==> src/rtl/bisq_pkg.sv <==
package bisq_pkg;

    localparam int TABLE_DEPTH = 256;
    localparam int MAX_HITS    = 16;
    localparam int LABEL_BITS  = 8;

    localparam int IDX_W  = $clog2(TABLE_DEPTH);
    localparam int CNT_W  = IDX_W + 1;
    localparam int HIT_W  = (MAX_HITS > 1) ? $clog2(MAX_HITS) : 1;
    localparam int HCNT_W = $clog2(MAX_HITS + 1);

    // Distance unit widths: differences stay below 2^35 in magnitude.
    localparam int DIFF_W = 36;
    localparam int MAG_W  = 36;
    localparam int SQ_W   = 2 * MAG_W;
    localparam int RAD_W  = SQ_W + 2;
    localparam int ROOT_W = RAD_W / 2;
    localparam int REM_W  = ROOT_W + 4;
    localparam int DCNT_W = 6;

    localparam int S_DATA_W = 312;
    localparam int M_DATA_W = 104;

    localparam logic [2:0] CMD_CLEAR  = 3'd0;
    localparam logic [2:0] CMD_LOAD   = 3'd1;
    localparam logic [2:0] CMD_LABEL  = 3'd2;
    localparam logic [2:0] CMD_NEAR   = 3'd3;
    localparam logic [2:0] CMD_REGION = 3'd4;
    localparam logic [2:0] CMD_REL    = 3'd5;

    localparam logic [2:0] ST_HIT      = 3'd0;
    localparam logic [2:0] ST_BAD_ARG  = 3'd1;
    localparam logic [2:0] ST_NOTFOUND = 3'd2;
    localparam logic [2:0] ST_NONE     = 3'd3;
    localparam logic [2:0] ST_FULL     = 3'd4;

    localparam logic [1:0] DS_BOUND  = 2'd0;
    localparam logic [1:0] DS_CENTER = 2'd1;
    localparam logic [1:0] DS_SEP    = 2'd2;
    localparam logic [1:0] DS_CTR    = 2'd3;

    localparam logic [1:0] OK_SINGLE = 2'd0;
    localparam logic [1:0] OK_REL    = 2'd1;
    localparam logic [1:0] OK_LIST   = 2'd2;

    typedef struct packed {
        logic signed [31:0] hi_z;
        logic signed [31:0] hi_y;
        logic signed [31:0] hi_x;
        logic signed [31:0] lo_z;
        logic signed [31:0] lo_y;
        logic signed [31:0] lo_x;
    } box_t;

    typedef struct packed {
        logic [31:0]           id;
        logic [LABEL_BITS-1:0] label;
        box_t                  box;
    } entry_t;

    localparam int ENT_W = $bits(entry_t);

    typedef struct packed {
        logic       accept;
        logic       clear_tbl;
        logic       rd_scan;
        logic       rd_sub;
        logic       rd_ref;
        logic       scan_chk;
        logic       latch_sub;
        logic       dist_go;
        logic [1:0] dist_sel;
        logic       latch_bd;
        logic       best_ins;
        logic       wr_ent;
        logic       out_ld;
        logic [1:0] out_kind;
        logic [2:0] out_status;
        logic       out_id_sel;
        logic       list_next;
    } bisq_ctl_t;

    typedef struct packed {
        logic [2:0] op;
        logic       arg_bad;
        logic       scan_end;
        logic       lbl_ok;
        logic       hit;
        logic       dist_done;
        logic       in_bound;
        logic       dup;
        logic       found_s;
        logic       found_r;
        logic       full;
        logic       best_empty;
        logic       list_last;
        logic       out_free;
    } bisq_sts_t;

endpackage

==> src/rtl/bisq_ctrl.sv <==
module bisq_ctrl
    import bisq_pkg::*;
(
    input  logic      clk,
    input  logic      rst_n,
    input  logic      s_tvalid,
    output logic      s_tready,
    input  bisq_sts_t sts,
    output bisq_ctl_t ctl
);

    localparam logic [3:0] S_IDLE     = 4'd0;
    localparam logic [3:0] S_DECODE   = 4'd1;
    localparam logic [3:0] S_SCAN_RD  = 4'd2;
    localparam logic [3:0] S_SCAN_CHK = 4'd3;
    localparam logic [3:0] S_BD_WAIT  = 4'd4;
    localparam logic [3:0] S_CD_WAIT  = 4'd5;
    localparam logic [3:0] S_SCAN_END = 4'd6;
    localparam logic [3:0] S_REL_RDS  = 4'd7;
    localparam logic [3:0] S_REL_RDR  = 4'd8;
    localparam logic [3:0] S_REL_GO   = 4'd9;
    localparam logic [3:0] S_SEP_WAIT = 4'd10;
    localparam logic [3:0] S_CTR_WAIT = 4'd11;
    localparam logic [3:0] S_LIST     = 4'd12;
    localparam logic [3:0] S_EMIT     = 4'd13;

    logic [3:0] state_reg, state_next;
    logic [1:0] kind_reg, kind_next;
    logic [2:0] code_reg, code_next;
    logic       idsel_reg, idsel_next;

    always_comb
    begin
        ctl            = '0;
        ctl.out_kind   = kind_reg;
        ctl.out_status = code_reg;
        ctl.out_id_sel = idsel_reg;
        state_next     = state_reg;
        kind_next      = kind_reg;
        code_next      = code_reg;
        idsel_next     = idsel_reg;
        unique case (state_reg)
            S_IDLE:
            begin
                if (s_tvalid)
                begin
                    ctl.accept = 1'b1;
                    state_next = S_DECODE;
                end
            end
            S_DECODE:
            begin
                if (sts.arg_bad)
                begin
                    kind_next  = OK_SINGLE;
                    code_next  = ST_BAD_ARG;
                    idsel_next = 1'b0;
                    state_next = S_EMIT;
                end
                else if (sts.op == CMD_CLEAR)
                begin
                    ctl.clear_tbl = 1'b1;
                    kind_next     = OK_SINGLE;
                    code_next     = ST_HIT;
                    idsel_next    = 1'b0;
                    state_next    = S_EMIT;
                end
                else
                begin
                    state_next = S_SCAN_RD;
                end
            end
            S_SCAN_RD:
            begin
                if (sts.scan_end)
                begin
                    state_next = S_SCAN_END;
                end
                else
                begin
                    ctl.rd_scan = 1'b1;
                    state_next  = S_SCAN_CHK;
                end
            end
            S_SCAN_CHK:
            begin
                ctl.scan_chk = 1'b1;
                if ((sts.op == CMD_NEAR) && sts.lbl_ok)
                begin
                    ctl.dist_go  = 1'b1;
                    ctl.dist_sel = DS_BOUND;
                    state_next   = S_BD_WAIT;
                end
                else
                begin
                    ctl.best_ins = sts.hit;
                    state_next   = S_SCAN_RD;
                end
            end
            S_BD_WAIT:
            begin
                if (sts.dist_done)
                begin
                    if (sts.in_bound)
                    begin
                        ctl.latch_bd = 1'b1;
                        ctl.dist_go  = 1'b1;
                        ctl.dist_sel = DS_CENTER;
                        state_next   = S_CD_WAIT;
                    end
                    else
                    begin
                        state_next = S_SCAN_RD;
                    end
                end
            end
            S_CD_WAIT:
            begin
                if (sts.dist_done)
                begin
                    ctl.best_ins = 1'b1;
                    state_next   = S_SCAN_RD;
                end
            end
            S_SCAN_END:
            begin
                kind_next  = OK_SINGLE;
                idsel_next = 1'b0;
                state_next = S_EMIT;
                if (sts.op == CMD_LOAD)
                begin
                    if (sts.dup)
                    begin
                        code_next = ST_BAD_ARG;
                    end
                    else if (sts.full)
                    begin
                        code_next = ST_FULL;
                    end
                    else
                    begin
                        ctl.wr_ent = 1'b1;
                        code_next  = ST_HIT;
                        idsel_next = 1'b1;
                    end
                end
                else if (sts.op == CMD_REL)
                begin
                    if (sts.found_s && sts.found_r)
                    begin
                        state_next = S_REL_RDS;
                    end
                    else
                    begin
                        code_next = ST_NOTFOUND;
                    end
                end
                else if (sts.best_empty)
                begin
                    code_next = ST_NONE;
                end
                else
                begin
                    state_next = S_LIST;
                end
            end
            S_REL_RDS:
            begin
                ctl.rd_sub = 1'b1;
                state_next = S_REL_RDR;
            end
            S_REL_RDR:
            begin
                ctl.latch_sub = 1'b1;
                ctl.rd_ref    = 1'b1;
                state_next    = S_REL_GO;
            end
            S_REL_GO:
            begin
                ctl.dist_go  = 1'b1;
                ctl.dist_sel = DS_SEP;
                state_next   = S_SEP_WAIT;
            end
            S_SEP_WAIT:
            begin
                if (sts.dist_done)
                begin
                    ctl.latch_bd = 1'b1;
                    ctl.dist_go  = 1'b1;
                    ctl.dist_sel = DS_CTR;
                    state_next   = S_CTR_WAIT;
                end
            end
            S_CTR_WAIT:
            begin
                if (sts.dist_done)
                begin
                    kind_next  = OK_REL;
                    state_next = S_EMIT;
                end
            end
            S_LIST:
            begin
                ctl.out_kind = OK_LIST;
                if (sts.out_free)
                begin
                    ctl.out_ld    = 1'b1;
                    ctl.list_next = 1'b1;
                    if (sts.list_last)
                    begin
                        state_next = S_IDLE;
                    end
                end
            end
            S_EMIT:
            begin
                if (sts.out_free)
                begin
                    ctl.out_ld = 1'b1;
                    state_next = S_IDLE;
                end
            end
            default:
            begin
                state_next = S_IDLE;
            end
        endcase
    end

    always_ff @(posedge clk or negedge rst_n)
    begin
        if (!rst_n)
        begin
            state_reg <= S_IDLE;
        end
        else
        begin
            state_reg <= state_next;
        end
    end

    always_ff @(posedge clk)
    begin
        kind_reg  <= kind_next;
        code_reg  <= code_next;
        idsel_reg <= idsel_next;
    end

    assign s_tready = (state_reg == S_IDLE);

endmodule

==> config.mk <==
export PLATFORM = sky130hd
export DESIGN_NAME = bisq_ctrl
export DESIGN_NICKNAME = d
export VERILOG_FILES = /design/src/rtl/bisq_pkg.sv /design/src/rtl/bisq_ctrl.sv
export SDC_FILE = /design/constraint.sdc
export NUM_CORES = 1
export LEC_CHECK = 0
export BUFFER_PORTS_ARGS = -buffer_cell sky130_fd_sc_hd__buf_2
export CAP_MARGIN = 20
export CORE_MARGIN = 3
export CORE_UTILIZATION = 29
export CTS_CLUSTER_DIAMETER = 150
export DETAILED_ROUTE_END_ITERATION = 12
export SETUP_SLACK_MARGIN = 0.15
export SLEW_MARGIN = 20
export SYNTH_ARGS = -nofsm -noshare
export SYNTH_HDL_FRONTEND = slang
export SYNTH_SLANG_ARGS = --single-unit
==> constraint.sdc <==
create_clock -name clk -period 3.55 [get_ports clk]
set_input_delay 1.065 -clock clk [delete_from_list [all_inputs] [get_ports clk]]
set_output_delay 1.065 -clock clk [all_outputs]
set_load 0.02 [all_outputs]
==> metrics.csv <==
metric,value,unit
status,"finished, final reports clean",
Max Transition Viols Final,0,
grt ovf,0,
H-tree levels,1,
Die Y,62.5,µm
Max-Cap Viols,0,
clock buffer depth,2,
unrepaired setup endpoints after global routing,no,
core area,0.00290,mm²
"flops & latches, synth",9,
io pins,41,
top-count cell post-synth,nor2_1,
met1 Use GR,16.7,%
Worst-path clk slew,60,ps
top cell type's share of synthesized area,16.2,%
fin nets,174,
area of the die,0.00390,mm²
multi-input logic area,596,µm²
Vias/cell,5.40,
busiest grt layer,met2,
largest net degree at the start of global routing,26,
Synth area leader,edfxtp_1,
worst-margin pin slew,725,ps
syn avg cell area,7.90,µm²
DR pass1 iterations,4,
Final min period,3220,ps
Initial Util,31.9,%
Worst Setup SP,sts[14],
ys async rst share,44.4,%
"Cell Area, Synth",925,µm²
Main synth FF type,edfxtp_1,
Die X-Extent,62.5,µm
initial antenna violation count,0,
Worst VDD drop,235,µV
Net Switching,0.000466,W
Final ANT Viol Nets,0,
routed vias,1058,
hold buffer count at CTS,0,
Syn Inst Count,117,
critical setup path kind,in -> out,
static leakage,0.550,nW
final hold slack,604,ps
Slew HR,51.7,%
final setup vio count,0,
Ys Warns,0,
Comb power frac,67.5,%
Power Dens Cells,776,mW/mm²
Sequential cell area,250,µm²
Placed Area,0.00114,mm²
Routed WL,2680,µm
r2r startpoint,state_reg[1],
flop2flop setup slack,1510,ps
Pint,0.000442,W
sequential fraction of the synthesis area,27.1,%
Clock Tree Root,clkbuf_4,
Worst Path Required,2480,ps
Fin. Hold Viols,0,
CTS Sinks,9,
WL/cell,13.7,µm
share of cells above drive strength 1,33.8,%
Syn-to-layout area delta,26.5,%
drt drc,0,
DRT iter0 DRCs,51,
final instance area,0.00117,mm²
Synth cell types,42,
Worst setup EP type,output pin,
share of power burned in registers,24.3,%
Rows,19,
max reg flops,4,
Crit path arrival time,2160,ps
Post-synth EDFFs,5,
Switching Share,51.3,%
period utilisation layout,90.8,%
reg-to-reg critical path endpoint,code_reg[2],
Clock Latency Late Sink,250,ps
M3 GR Usage,6.65,%
clock skew,1.22,ps
worst-path fanout max,8,
GRT Total Usage,13.9,%
Worst Hold Class,in -> async,
# fillers,323,
GR Util met2,22.6,%
TritonCTS clock tree,done,
number of global-route vias before repair,932,
"top cells by count, synth","nor2_1 (12), o21ai_0 (7)",
fmax,310,MHz
number of diodes,0,
clock power share,8.2,%
post-synth net total,136,
Reg2Reg Depth,3,
RePlAce Congestion,0.794,
# port buffers,40,
synth top area cells,"edfxtp_1 (16%), dfrtp_1 (11%), nor2_1 (4.9%), nor4bb_1 (4.3%), o21ai_0 (3.8%)",
Post-CTS Setup Repair Bufs,0,
number of buffers created by CTS,3,
global-route wire length before repair,4390,µm
DP HPWL,2070,µm
setup_tns,0,ps
Setup crit start kind,input port,
PostCTS Resize Cnt,0,
-- cell usage in the layout, fill, tap and decap left out, drive strengths merged, types with 2 or more instances in the layout --
| cell type | synthesis | routed |
|---|---|---|
| nor3 | 6 | 6 |
| a21oi | 6 | 6 |
| a21o | 2 | 2 |
| clkbuf | 1 | 4 |
| nor4bb | 4 | 4 |
| edfxtp | 5 | 5 |
| nor3b | 2 | 2 |
| nand2b | 5 | 5 |
| nand2 | 4 | 4 |
| nand3 | 4 | 4 |
| nand3b | 4 | 4 |
| and3 | 5 | 5 |
| a31o | 2 | 2 |
| o21ai | 9 | 9 |
| o31a | 2 | 2 |
| nor2 | 12 | 12 |
| o32ai | 2 | 2 |
| dfrtp | 4 | 4 |
| and2 | 2 | 2 |
| nor2b | 3 | 3 |
| a31oi | 2 | 2 |
| buf | 9 | 43 |
| o31ai | 2 | 2 |
| inv | 6 | 6 |
-- power groups by stage --
| stage | combinational, W | clock [W] | sequential, W |
|---|---|---|---|
| 2_1_floorplan | 0.000488 | 0 | 0.000192 |
| 3_3_place_gp | 0.000605 | 0 | 0.000219 |
| 3_5_place_dp | 0.000613 | 0 | 0.000219 |
| 4_1_cts | 0.000617 | 0.0000794 | 0.000218 |
| 5_1_grt | 0.000669 | 0.0000875 | 0.000228 |
| 6_report | 0.000613 | 0.0000747 | 0.000221 |
-- area by class of cell --
type	instances	share of cell area, %
sequential	9	21.4
inverter	6	1.93
clock buffer	4	2.25
timing repair buffer	43	19.0
multi-input combinational	92	50.9
tap	42	4.49
-- worst max path at each step --
stage,end,slack (ps),cells after the start
2_1_floorplan,ctl[8],420,4
3_3_place_gp,ctl[8],360,5
3_5_place_dp,ctl[8],330,5
4_1_cts,ctl[8],330,5
5_1_grt,ctl[8],230,5
6_report,ctl[8],330,5
-- metal layers --
| metal | vias to the layer above | share of wire [%] |
|---|---|---|
| met2 | 48 | 44 |
| met5 | - | 0 |
| met3 | 2 | 11 |
| li1 | 514 | - |
| met4 | 0 | 0.30 |
| met1 | 494 | 44 |
-- logic make-up after synthesis --
kind of cell	synth area share, %
simple gates	39.2
buf+inv	8.52
flops	27.1
compound gates	25.2
-- metrics by stage --
stage          setup slack [ps]  cells  utilization (%)  total power (W)
2_1_floorplan               416    117                -         0.000680
3_3_place_gp                362    192             39.4         0.000824
3_5_place_dp                329    192             39.4         0.000833
4_1_cts                     326    196             40.3         0.000914
5_1_grt                     234    196             40.3         0.000984
6_report                    328    196             40.3         0.000908
-- worst max-delay path, cell delays in order --
cell      delay (ps)
buf_2            110
nand2b_1         250
or4_4            480
nor2_1            90
buf_2            170
Power figures use the tool's default switching activity.
